<file path="config.mk">
export PLATFORM = sky130hd
export DESIGN_NAME = midpoint_circle_point_generator
export DESIGN_NICKNAME = d
export VERILOG_FILES = /design/src/rtl/mcpg_pkg.sv /design/src/rtl/mcpg_front.sv /design/src/rtl/mcpg_queue.sv /design/src/rtl/mcpg_back.sv /design/src/rtl/midpoint_circle_point_generator.sv
export SDC_FILE = /design/constraint.sdc
export NUM_CORES = 1
export LEC_CHECK = 0
export ABC_AREA = 1
export BUFFER_PORTS_ARGS = -buffer_cell sky130_fd_sc_hd__buf_2
export CORE_ASPECT_RATIO = 2
export CORE_UTILIZATION = 65
export CTS_BUF_LIST = sky130_fd_sc_hd__clkbuf_2 sky130_fd_sc_hd__clkbuf_4 sky130_fd_sc_hd__clkbuf_8
export CTS_CLUSTER_DIAMETER = 200
export DETAILED_ROUTE_END_ITERATION = 10
export PLACE_DENSITY = 0.83
export SYNTH_ARGS = -nofsm -noshare
export SYNTH_HDL_FRONTEND = slang
export SYNTH_SLANG_ARGS = --single-unit
</file>
<file path="constraint.sdc">
create_clock -name clk -period 3.05 [get_ports clk]
set_input_delay 0 -clock clk [delete_from_list [all_inputs] [get_ports clk]]
set_output_delay 0 -clock clk [all_outputs]
set_load 0.1 [all_outputs]
</file>
<file path="src/rtl/mcpg_pkg.sv">
// ----------------------------------------------------------------------------
// mcpg_pkg
// Shared widths, codes and types of the midpoint circle point generator.
// ----------------------------------------------------------------------------
`default_nettype none

package mcpg_pkg;

  localparam int RADIUS_BITS = 12;
  localparam int COORD_BITS  = RADIUS_BITS + 1;
  localparam int DEC_BITS    = RADIUS_BITS + 6;
  localparam int SI_BITS     = RADIUS_BITS + 3;
  localparam int QUAD_BITS   = 4;
  localparam int NUM_POINTS  = 2 * QUAD_BITS;
  localparam int SEL_BITS    = $clog2(NUM_POINTS);

  localparam int Q_DEPTH     = 4;
  localparam int Q_PTR_BITS  = $clog2(Q_DEPTH);
  localparam int Q_CNT_BITS  = Q_PTR_BITS + 1;

  localparam logic FUNC_START = 1'b0;
  localparam logic FUNC_STEP  = 1'b1;

  typedef struct packed {
    logic [RADIUS_BITS-1:0] x;
    logic [RADIUS_BITS-1:0] y;
    logic [QUAD_BITS-1:0]   mask;
    logic                   done;
  } mcpg_job_t;

endpackage

`default_nettype wire

</file>
<file path="src/rtl/mcpg_front.sv">
// ----------------------------------------------------------------------------
// mcpg_front
// Accepts start and step transactions, advances the octant walk and queues
// one job per step.
// ----------------------------------------------------------------------------
`default_nettype none

module mcpg_front
  import mcpg_pkg::*;
(
  input  wire logic                   clk,
  input  wire logic                   rst,
  input  wire logic                   in_valid,
  output logic                        in_stall,
  input  wire logic                   func,
  input  wire logic [RADIUS_BITS-1:0] radius,
  input  wire logic [QUAD_BITS-1:0]   quadrants,
  input  wire logic                   q_full,
  output logic                        q_push,
  output mcpg_job_t                   q_job
);

  logic [RADIUS_BITS-1:0] walk_x, walk_x_next;
  logic [RADIUS_BITS-1:0] walk_y, walk_y_next;
  logic [DEC_BITS-1:0]    decision, decision_next;
  logic [DEC_BITS-1:0]    step_increment, step_increment_next;
  logic [SI_BITS-1:0]     straight_increment, straight_increment_next;
  logic [QUAD_BITS-1:0]   quadrant_mask;
  logic                   active;
  logic                   accept;
  logic                   done_next;

  assign in_stall = q_full;
  assign accept   = in_valid && !in_stall;
  assign q_push   = accept && (func == FUNC_STEP);

  always_comb begin
    walk_x_next             = walk_x + RADIUS_BITS'(1);
    walk_y_next             = walk_y;
    straight_increment_next = straight_increment + SI_BITS'(4);
    if (!decision[DEC_BITS-1]) begin
      decision_next       = decision + step_increment;
      step_increment_next = step_increment + DEC_BITS'(8);
      if (walk_y != '0) begin
        walk_y_next = walk_y - RADIUS_BITS'(1);
      end
    end else begin
      decision_next       = decision + DEC_BITS'(straight_increment);
      step_increment_next = step_increment + DEC_BITS'(4);
    end
    done_next = walk_x_next > walk_y_next;
  end

  always_comb begin
    if (active) begin
      q_job.x    = walk_x;
      q_job.y    = walk_y;
      q_job.mask = quadrant_mask;
      q_job.done = done_next;
    end else begin
      q_job.x    = '0;
      q_job.y    = '0;
      q_job.mask = '0;
      q_job.done = 1'b1;
    end
  end

  always_ff @(posedge clk) begin
    if (rst) begin
      walk_x             <= '0;
      walk_y             <= '0;
      decision           <= '0;
      step_increment     <= '0;
      straight_increment <= SI_BITS'(6);
      quadrant_mask      <= '0;
      active             <= 1'b0;
    end else if (accept) begin
      if (func == FUNC_START) begin
        walk_x             <= '0;
        walk_y             <= radius;
        decision           <= DEC_BITS'(3) - DEC_BITS'({radius, 1'b0});
        step_increment     <= DEC_BITS'(10) - DEC_BITS'({radius, 2'b00});
        straight_increment <= SI_BITS'(6);
        quadrant_mask      <= quadrants;
        active             <= 1'b1;
      end else if (active) begin
        walk_x             <= walk_x_next;
        walk_y             <= walk_y_next;
        decision           <= decision_next;
        step_increment     <= step_increment_next;
        straight_increment <= straight_increment_next;
        active             <= !done_next;
      end
    end
  end

endmodule

`default_nettype wire

</file>
<file path="src/rtl/mcpg_queue.sv">
// ----------------------------------------------------------------------------
// mcpg_queue
// Short job queue between the walk front end and the point emitter.
// ----------------------------------------------------------------------------
`default_nettype none

module mcpg_queue
  import mcpg_pkg::*;
(
  input  wire logic      clk,
  input  wire logic      rst,
  input  wire logic      push,
  input  wire mcpg_job_t push_job,
  input  wire logic      pop,
  output mcpg_job_t      head_job,
  output logic           full,
  output logic           empty
);

  mcpg_job_t               entries [Q_DEPTH];
  logic [Q_PTR_BITS-1:0]   wr_ptr;
  logic [Q_PTR_BITS-1:0]   rd_ptr;
  logic [Q_CNT_BITS-1:0]   count;

  assign full     = count == Q_CNT_BITS'(Q_DEPTH);
  assign empty    = count == '0;
  assign head_job = entries[rd_ptr];

  always_ff @(posedge clk) begin
    if (push) begin
      entries[wr_ptr] <= push_job;
    end
  end

  always_ff @(posedge clk) begin
    if (rst) begin
      wr_ptr <= '0;
      rd_ptr <= '0;
      count  <= '0;
    end else begin
      if (push) begin
        wr_ptr <= wr_ptr + Q_PTR_BITS'(1);
      end
      if (pop) begin
        rd_ptr <= rd_ptr + Q_PTR_BITS'(1);
      end
      if (push && !pop) begin
        count <= count + Q_CNT_BITS'(1);
      end else if (pop && !push) begin
        count <= count - Q_CNT_BITS'(1);
      end
    end
  end

endmodule

`default_nettype wire

</file>
<file path="src/rtl/mcpg_back.sv">
// ----------------------------------------------------------------------------
// mcpg_back
// Takes queued jobs and emits the symmetric points through an output
// register, one result per cycle while the receiver does not stall.
// ----------------------------------------------------------------------------
`default_nettype none

module mcpg_back
  import mcpg_pkg::*;
(
  input  wire logic                         clk,
  input  wire logic                         rst,
  input  wire logic                         q_empty,
  input  wire mcpg_job_t                    q_head,
  output logic                              q_pop,
  output logic                              out_valid,
  input  wire logic                         out_stall,
  output logic signed [COORD_BITS-1:0]      point_x,
  output logic signed [COORD_BITS-1:0]      point_y,
  output logic                              point_valid,
  output logic                              last,
  output logic                              done_res
);

  logic                         jvalid;
  mcpg_job_t                    job;
  logic [NUM_POINTS-1:0]        pend;
  logic [NUM_POINTS-1:0]        pend_clear;
  logic [NUM_POINTS-1:0]        head_pend;
  logic [SEL_BITS-1:0]          sel;
  logic                         out_free;
  logic                         emit;
  logic                         emit_last;
  logic                         swap;
  logic                         neg_x;
  logic                         neg_y;
  logic [COORD_BITS-1:0]        mag_a;
  logic [COORD_BITS-1:0]        mag_b;
  logic signed [COORD_BITS-1:0] px;
  logic signed [COORD_BITS-1:0] py;

  always_comb begin
    sel = '0;
    for (int i = NUM_POINTS - 1; i >= 0; i--) begin
      if (pend[i]) begin
        sel = SEL_BITS'(i);
      end
    end
  end

  always_comb begin
    for (int q = 0; q < QUAD_BITS; q++) begin
      head_pend[2*q]   = q_head.mask[q];
      head_pend[2*q+1] = q_head.mask[q];
    end
  end

  assign pend_clear = pend & ~(NUM_POINTS'(1) << sel);
  assign out_free   = !out_valid || !out_stall;
  assign emit       = jvalid && out_free;
  assign emit_last  = (pend == '0) || (pend_clear == '0);
  assign q_pop      = !q_empty && (!jvalid || (emit && emit_last));

  assign swap  = sel[0];
  assign neg_x = (sel[SEL_BITS-1:1] == 2'd1) || (sel[SEL_BITS-1:1] == 2'd2);
  assign neg_y = (sel[SEL_BITS-1:1] == 2'd2) || (sel[SEL_BITS-1:1] == 2'd3);
  assign mag_a = swap ? {1'b0, job.y} : {1'b0, job.x};
  assign mag_b = swap ? {1'b0, job.x} : {1'b0, job.y};
  assign px    = neg_x ? COORD_BITS'(0) - mag_a : mag_a;
  assign py    = neg_y ? COORD_BITS'(0) - mag_b : mag_b;

  always_ff @(posedge clk) begin
    if (rst) begin
      jvalid <= 1'b0;
    end else if (q_pop) begin
      jvalid <= 1'b1;
    end else if (emit && emit_last) begin
      jvalid <= 1'b0;
    end
  end

  always_ff @(posedge clk) begin
    if (q_pop) begin
      job  <= q_head;
      pend <= head_pend;
    end else if (emit) begin
      pend <= pend_clear;
    end
  end

  always_ff @(posedge clk) begin
    if (rst) begin
      out_valid <= 1'b0;
    end else if (emit) begin
      out_valid <= 1'b1;
    end else if (!out_stall) begin
      out_valid <= 1'b0;
    end
  end

  always_ff @(posedge clk) begin
    if (emit) begin
      done_res <= job.done;
      last     <= emit_last;
      if (pend == '0) begin
        point_x     <= '0;
        point_y     <= '0;
        point_valid <= 1'b0;
      end else begin
        point_x     <= px;
        point_y     <= py;
        point_valid <= 1'b1;
      end
    end
  end

endmodule

`default_nettype wire

</file>
<file path="src/rtl/midpoint_circle_point_generator.sv">
// ----------------------------------------------------------------------------
// midpoint_circle_point_generator
// Incremental midpoint circle rasteriser centred on the origin.
//
// Input channel (in_valid / in_stall): func, radius, quadrants. A start
// transaction loads the radius and quadrant mask and gives no result. A
// step transaction gives two points per enabled quadrant, the last one
// flagged by last, or one result with point_valid low when there is
// nothing to plot (empty mask or no walk in progress). done_res is high on
// every result of the step after which x exceeds y.
// Output channel (out_valid / out_stall): one result per cycle while
// out_stall is low. The first result of a step passes through the job
// queue, the job register and the output register. A step with all four
// quadrants enabled gives eight results; the walk front end takes one
// transaction per cycle until the four-entry job queue fills.
// Reset clears the walk, the queue and the output valid flag. While the
// receiver stalls, the current result holds, the queue fills and then
// in_stall rises.
// ----------------------------------------------------------------------------
`default_nettype none

module midpoint_circle_point_generator
  import mcpg_pkg::*;
(
  input  wire logic                    clk,
  input  wire logic                    rst,
  input  wire logic                    in_valid,
  output logic                         in_stall,
  input  wire logic                    func,
  input  wire logic [RADIUS_BITS-1:0]  radius,
  input  wire logic [QUAD_BITS-1:0]    quadrants,
  output logic                         out_valid,
  input  wire logic                    out_stall,
  output logic signed [COORD_BITS-1:0] point_x,
  output logic signed [COORD_BITS-1:0] point_y,
  output logic                         point_valid,
  output logic                         last,
  output logic                         done_res
);

  logic      q_push;
  logic      q_pop;
  logic      q_full;
  logic      q_empty;
  mcpg_job_t q_job;
  mcpg_job_t q_head;

  mcpg_front u_front (
    .clk       (clk),
    .rst       (rst),
    .in_valid  (in_valid),
    .in_stall  (in_stall),
    .func      (func),
    .radius    (radius),
    .quadrants (quadrants),
    .q_full    (q_full),
    .q_push    (q_push),
    .q_job     (q_job)
  );

  mcpg_queue u_queue (
    .clk      (clk),
    .rst      (rst),
    .push     (q_push),
    .push_job (q_job),
    .pop      (q_pop),
    .head_job (q_head),
    .full     (q_full),
    .empty    (q_empty)
  );

  mcpg_back u_back (
    .clk         (clk),
    .rst         (rst),
    .q_empty     (q_empty),
    .q_head      (q_head),
    .q_pop       (q_pop),
    .out_valid   (out_valid),
    .out_stall   (out_stall),
    .point_x     (point_x),
    .point_y     (point_y),
    .point_valid (point_valid),
    .last        (last),
    .done_res    (done_res)
  );

  a_invalid_is_last: assert property (@(posedge clk) disable iff (rst)
    out_valid && !point_valid |-> last)
    else $error("result without a point not marked last");

  a_invalid_is_zero: assert property (@(posedge clk) disable iff (rst)
    out_valid && !point_valid |-> (point_x == '0) && (point_y == '0))
    else $error("result without a point carries coordinates");

  a_reset_clears_out: assert property (@(posedge clk)
    $past(rst) |-> !out_valid)
    else $error("output valid after reset");

  a_queue_push_pop: assert property (@(posedge clk) disable iff (rst)
    (q_push && !q_pop && q_full) == 1'b0)
    else $error("job queue overflow");

endmodule

`default_nettype wire
</file>
* After elaboration in Yosys (flattened, before gate mapping)
Memories as Yosys holds them, arrays and structs flattened. A register that Yosys moved wholly into a read port is not among the register bits.
Index checks and enable logic that the tools add are counted.
** Word-level totals
- Bits in registers :: 151
- Memory bits (writable) :: 116
- Bits of input ports :: 21
- Output and inout bits :: 31
- Logic and storage cells :: 119
- Memories :: 1
** Memories
- u_queue.entries :: words 4, width 29, read ports 1, clocked after memory_dff 1, wr ports 1, line mcpg_queue.sv:20 : mcpg_job_t entries [Q_DEPTH];
** Operators by class
- $add $sub $neg :: 15
- Order comparisons :: 1
- Eq/ne operators :: 6
- Shift-type cells :: 1
- Muxes and demuxes :: 42
- Bitwise gates (word level) :: 3
- Reduce and logical (&&, ||, !) cells :: 29
** Operator list (count)
- $mux W18 :: 6
- $mux W12 :: 8
- $mux W15 :: 2
- $mux W3 :: 10
- $mux W29 :: 1
- $mux W13 :: 2
- $sub A1 B13 Y13 const A :: 2
- $add A18 B15 Y18 :: 1
- $add A18 B18 Y18 :: 1
- $add A18 B3 Y18 const B :: 1
- $add A18 B4 Y18 const B :: 1
- $logic_not A8 Y1 :: 2
- $mux W8 :: 2
- $add A15 B3 Y15 const B :: 1
- $sub A4 B14 Y15 const A :: 1
- $sub A2 B13 Y14 const A :: 1
- $add A12 B1 Y12 const B :: 1
- $gt A12 B12 Y1 :: 1
- $reduce_bool A12 Y1 :: 1
- $sub A12 B1 Y12 const B :: 1
- $mux W1 :: 9
- $and A8 B8 Y8 :: 1
- $logic_not A1 Y1 :: 8
- $not A8 Y8 :: 1
- other kinds (15) :: 32

* Logic depth before layout (Yosys ltp)
- Word-level depth :: 19
- Mapped depth :: 20
- Gate-level depth less buffers :: 20

* Hierarchy
A second synthesis with hierarchy kept.
** Unflattened totals
- Cells, all modules :: 1736
- Area total of the unflattened synthesis :: 14721.6 µm²
** Modules (own cells, without submodules)
- mcpg_front :: instances 1, cells an instance 1020, area each 6199.7 µm², seq. area each 1561.5 µm²
- mcpg_queue :: instances 1, cells an instance 339, area each 5056.1 µm², seq. area each 3663.5 µm²
- mcpg_back :: instances 1, cells an instance 377, area each 3465.8 µm², seq. area each 1901.8 µm²

* Worst setup path after synthesis
No wires, ideal clock.
- Path type :: register to register
- Start :: register u_front.decision[17]
- End :: register u_front.decision[10]
- Library setup time :: 0.122 ns
- Arrival time :: 2.491 ns
- Required time :: 2.928 ns
- Path slack :: 0.438 ns
- Stages on the path, launching flop included :: 13
- Path buffers :: 2
- Clock period less this slack :: 2.612 ns
- Cells stage by stage :: dfxtp_1 buf_2 clkbuf_1 o21ai_0 fa_1 o21ai_0 a21boi_0 o21ai_0 nand2_1 o21bai_1 a21oi_1 o21ai_0 a21oi_1
** On the way
- Cells in the longest elaborated chain, start to end :: 3
** Ends and longest elaborated chain
- from (decl) :: line mcpg_front.sv:25 : logic [DEC_BITS-1:0] decision, decision_next;
- from (signal assigned) :: line mcpg_front.sv:81 : decision <= DEC_BITS'(3) - DEC_BITS'({radius, 1'b0});
- from (signal assigned) :: line mcpg_front.sv:89 : decision <= decision_next;
- $mux W18 :: line mcpg_front.sv:41 : if (!decision[DEC_BITS-1]) begin
- $mux W18 :: line mcpg_front.sv:86 : end else if (active) begin
- $mux W18 :: line mcpg_front.sv:78 : if (func == FUNC_START) begin
No other way between the ends. The select of a mux whose other input is x is not followed.
A chain may end at the register's enable or synchronous reset.

* Final worst setup path
- Start :: register u_front.walk_y[3]
- End :: register u_front.active
** On the way
- Cells in the longest elaborated chain, start to end :: 7
- Elaborated cells on any way between the ends :: 8
- Those cells by class :: add/sub: 1; order compare: 1; mux: 4; reduce/logical: 2
** Ends and longest elaborated chain
- from (decl) :: line mcpg_front.sv:24 : logic [RADIUS_BITS-1:0] walk_y, walk_y_next;
- from (signal assigned) :: line mcpg_front.sv:80 : walk_y <= radius;
- from (signal assigned) :: line mcpg_front.sv:88 : walk_y <= walk_y_next;
- $sub A12 B1 Y12 / $reduce_bool A12 Y1 (equally long branches) :: line mcpg_front.sv:45, mcpg_front.sv:44
- $mux W12 :: line mcpg_front.sv:44 : if (walk_y != '0) begin
- $mux W12 * :: line mcpg_front.sv:41
- $gt A12 B12 Y1 * :: line mcpg_front.sv:51 : done_next = walk_x_next > walk_y_next;
- $logic_not A1 Y1 * :: line mcpg_front.sv:92 : active <= !done_next;
- $mux W1 * :: line mcpg_front.sv:86
- $mux W1 * :: line mcpg_front.sv:78
- to (signal assigned) :: line mcpg_front.sv:92
- to (decl) :: line mcpg_front.sv:29 : logic active;
Every way passes the cells marked *; elsewhere a longest branch is shown, timed or not.

==> out/summary.txt <==
POWER
-------------------------------------------------------------------------------------------------
Leakage power ......................................................................      6.56 nW
Share of total power in combinational logic ........................................        47.1%
Switching share of power ...........................................................        45.4%
Power per Cell Area ................................................................  982 nW/um^2
Maximum vdd drop ...................................................................     0.890 mV
Part of the power in registers .....................................................        34.6%
Pwr Total ..........................................................................      15.3 mW
Int Pwr ............................................................................      8.33 mW
NetSw ..............................................................................      6.93 mW
Fraction of power consumed by the clock network ....................................        18.3%

GLOBAL ROUTE
-------------------------------------------------------------------------------------------------
Total congestion overflow after global routing .....................................            0
Maximum number of pins on one net before global-route repair .......................           59
Number of antenna violations at the first check in global routing ..................            1
First-pass GRT wire length ......................................................... 54,500 microns
Vias in the first global route .....................................................       11,800
Total routing resource utilization after global routing ............................        31.9%

CELLS AND AREA
-------------------------------------------------------------------------------------------------
Layout cells sized above 1 .........................................................        13.4%
Area of all sequential standard cells ..............................................   7130 sq um
Synthesis-to-finish area growth ....................................................        11.8%
Area occupied by multi-input gates .................................................   5720 sq um
Fill count .........................................................................        1,555
Finished layout cell area .......................................................... 15,500 sq um
Total number of nets in the final design ...........................................        1,759
Total inserted antenna cells .......................................................            0

SYNTH
-------------------------------------------------------------------------------------------------
Cell accounting for the most synthesized area ......................................     edfxtp_1
Ranking of synthesized cells by area ............................................... edfxtp_1 38%, dfxtp_1 13%, nand2_1 6.8%, o21ai_0 6.7%, inv_1 5.5%
Commonest cells post-synth ......................................................... 250 x nand2_1, 205 x inv_1, 186 x o21ai_0
Net count of the mapped netlist ....................................................        1,665
Mapped cell area ................................................................... 13,900 sq um
Cells after Synth ..................................................................        1,595
Count of synthesis-stage warnings from yosys .......................................            0
Post-synthesis area per instance ...................................................   8.71 sq um
Number of distinct library cell variants in the gate-level netlist after synthesis .           59
Fraction of registers with async set/reset .........................................           0%
Ys flop type .......................................................................     edfxtp_1
Top-area cell type share of the netlist area .......................................        38.5%
Share of synthesized area occupied by flip-flops and latches .......................        51.3%
Number of enable flip-flop cells after synthesis ...................................          178
Register bit count reported by yosys ...............................................          267
Most numerous cell in the Yosys netlist ............................................      nand2_1

STA
-------------------------------------------------------------------------------------------------
Fin crit period ....................................................................      2910 ps
Fraction of the cycle the final worst path needs ...................................        95.5%
Max-Slew Margin vs Limit ...........................................................        56.6%
Final Hold Violating Endpoints .....................................................            0
Fmax ...............................................................................      343 MHz
Largest clock skew in the final design .............................................      21.7 ps
Max Slew Vio Count .................................................................            0
Slack of the critical path .........................................................       136 ps
Worst Tran Pin Value ...............................................................       650 ps
Setup-failing EPs final ............................................................            0

SETUP PATH
-------------------------------------------------------------------------------------------------
Type of the worst setup path .......................................................      reg2reg
Critical path capture point type ...................................................         flop
Crit path cell chain ............................................................... inv_1, nand2_2, nor3_4, buf_4, nand4_1, nand2_2, nor2_1, xor2_1, inv_1, ha_1, a21oi_1, o21a_1, nor2_1, nor2_1, o2111ai_1, o21ai_1, nand2_2, a31oi_1
CP Buf/Inv Count ...................................................................            3
Worst endpoint required time .......................................................      3490 ps
Critical Path AT ...................................................................      3360 ps
Critical Path Start Type ...........................................................         flop
Highest cell delay on the worst timing path ........................................       340 ps
Cell with the largest stage delay on the worst path ................................      dfxtp_2
Highest net fanout along the worst path ............................................            6
Gate family responsible for the most delay along the worst path .................... simple AND/OR/NAND/NOR gates

HOLD PATH
-------------------------------------------------------------------------------------------------
Worst min path class ...............................................................       in2reg

CLOCKING
-------------------------------------------------------------------------------------------------
H-tree level count .................................................................            2
Number of buffers between clock root and the deepest sink ..........................            3
Reg clk slew, reported paths .......................................................        70 ps
CTS tree ...........................................................................         done
Clock latency at the later pin of the worst-skew pair ..............................       530 ps
Clock Tree Root ....................................................................     clkbuf_8
# clock sinks ......................................................................          267
Number of buffers added by the clock tree synthesis step ...........................           36

PLACE
-------------------------------------------------------------------------------------------------
Buffers on Ports ...................................................................           51
Post-placement cell area ........................................................... 14,500 sq um
Worst setup slack before clock tree synthesis ......................................       161 ps
Final RePlAce weighted congestion ..................................................        0.988
HPWL after DPL ..................................................................... 24,700 microns

FLOORPLAN
-------------------------------------------------------------------------------------------------
Die boundary width .................................................................  105 microns
Chip height ........................................................................  209 microns
Area enclosed by the die boundary .................................................. 22,000 sq um
Number of top-level design ports ...................................................           52
Placeable core area ................................................................ 20,900 sq um
Initial standard-cell utilization of the core ......................................        66.4%
Floorplan row count ................................................................           75

STATUS
-------------------------------------------------------------------------------------------------
Status ............................................................................. finished clean

JOB
-------------------------------------------------------------------------------------------------
Max Cap Viol .......................................................................            0

DRT
-------------------------------------------------------------------------------------------------
DR DRC count .......................................................................            0
Ratio of routed vias to standard cells .............................................         5.96
First-pass iteration count of the detailed router ..................................            6
Vias ...............................................................................       11,800
Per-cell routed wire length ........................................................ 17.6 microns
Detail Route Antenna Nets ..........................................................            0
Initial drt markers ................................................................          649
Total length of routed wires ....................................................... 34,800 microns

==> cells in the final DEF, fill, tap and decap left out, types with 5 or more instances in the layout <==
| cell type | count |
|---|---|
| o21a_1 | 6 |
| a31oi_1 | 11 |
| ha_1 | 46 |
| nand2_1 | 246 |
| nor3_1 | 22 |
| o211ai_1 | 8 |
| xnor2_1 | 5 |
| a21oi_1 | 116 |
| o21ai_2 | 14 |
| nand3_1 | 59 |
| inv_2 | 5 |
| o21bai_1 | 7 |
| inv_1 | 205 |
| nor2_1 | 163 |
| edfxtp_1 | 178 |
| nand3_2 | 5 |
| nand2_2 | 17 |
| clkinv_2 | 10 |
| clkbuf_8 | 45 |
| nand4_1 | 15 |
| nor2_2 | 10 |
| buf_4 | 43 |
| o21ai_0 | 185 |
| dfxtp_1 | 85 |
| o21ai_1 | 12 |
| xor2_1 | 28 |
| buf_2 | 51 |
| o22ai_1 | 29 |
| dlygate4sd3_1 | 21 |
==> logic make-up after synthesis <==
kind of cell | share of synthesized area (%)
AND/OR/NAND/NOR | 17.3
AO/OA/AOI/OAI | 16.7
buffers and inverters | 8.00
flip-flops | 51.3
adder cells (fa/ha/maj) | 4.52
XOR/XNOR | 2.14
other | 0.0270
==> power groups by stage <==
stage               logic [mW]  registers [mW]  clock network (mW)
floorplan                 4.24            6.72                   0
global placement          6.78            5.30                   0
detailed placement        7.01            5.34                   0
CTS                       7.07            5.27                2.81
global route              7.87            5.35                2.94
finish                    7.19            5.28                2.79
==> routing by layer <==
layer	track usage (%)	routed length [microns]
met5	0	13
met3	4.43	1720
met2	61.5	18800
met4	27.7	3190
met1	27.6	11100
==> worst min-delay path, delay by kind of cell <==
family                     cells  cell delay [ps]
AOI/OAI and AO/OA              2              180
adders and majority gates      1              150
buffers and inverters          1              160
and+or+nand+nor                1               40
==> repair_timing <==
| action | 4_1_cts | 5_1_grt |
|---|---|---|
| endpoints found under the setup margin | 0 | 5 |
| gates resized for setup | 0 | 17 |
| hold endpoints to repair | 34 | 0 |
| buffers inserted | 0 | 5 |
| hold buffers | 21 | 0 |
==> state kept, by name, indices dropped and copies added, names as in the netlist, 2 cells and up, named ones only <==
name                        flops
u_back.job                     25
u_back.pend                     8
u_front.decision               18
u_back.point_x                 13
u_queue.count                   3
u_front.walk_y                 12
u_back.point_y                 13
u_front.quadrant_mask           4
u_queue.wr_ptr                  2
u_queue.rd_ptr                  2
u_front.step_increment         17
u_front.straight_increment     14
u_queue.entries               116
u_front.walk_x                 12
==> path summary, 6_finish.rpt <==
check                                                  start                                          to  slack, ps  cells past startpoint
hold reg to reg   u_front.straight_increment[1]$_SDFFE_PP1P_  u_front.straight_increment[1]$_SDFFE_PP1P_        460                      2
setup / recovery              u_front.walk_y[3]$_SDFFE_PP0P_                 u_front.active$_SDFFE_PP0P_        140                     18
setup reg to reg              u_front.walk_y[3]$_SDFFE_PP0P_                 u_front.active$_SDFFE_PP0P_        140                     18
hold / removal                                     radius[1]      u_front.step_increment[3]$_SDFFE_PP0P_         50                      5
==> stage by stage <==
step,TNS [ps],util [%],hold WS (ps),instances
2_1_floorplan,0,-,135,1595
3_3_place_gp,0,69.2,223,1894
3_5_place_dp,0,69.2,228,1894
4_1_cts,0,73.8,12.5,1978
5_1_grt,-133,74.2,96.9,1983
6_report,0,74.2,46.4,1983
==> cell type report <==
| cell class | instances | share of cell area, % |
|---|---|---|
| well taps | 269 | 2.17 |
| clock buffers | 48 | 4.13 |
| multi-input cells | 1056 | 36.8 |
| repair buffers | 116 | 5.20 |
| clock inverters | 15 | 0.669 |
| flip-flops and latches | 267 | 45.9 |
| inverters | 212 | 5.12 |
(Power assumes the default switching activity.)
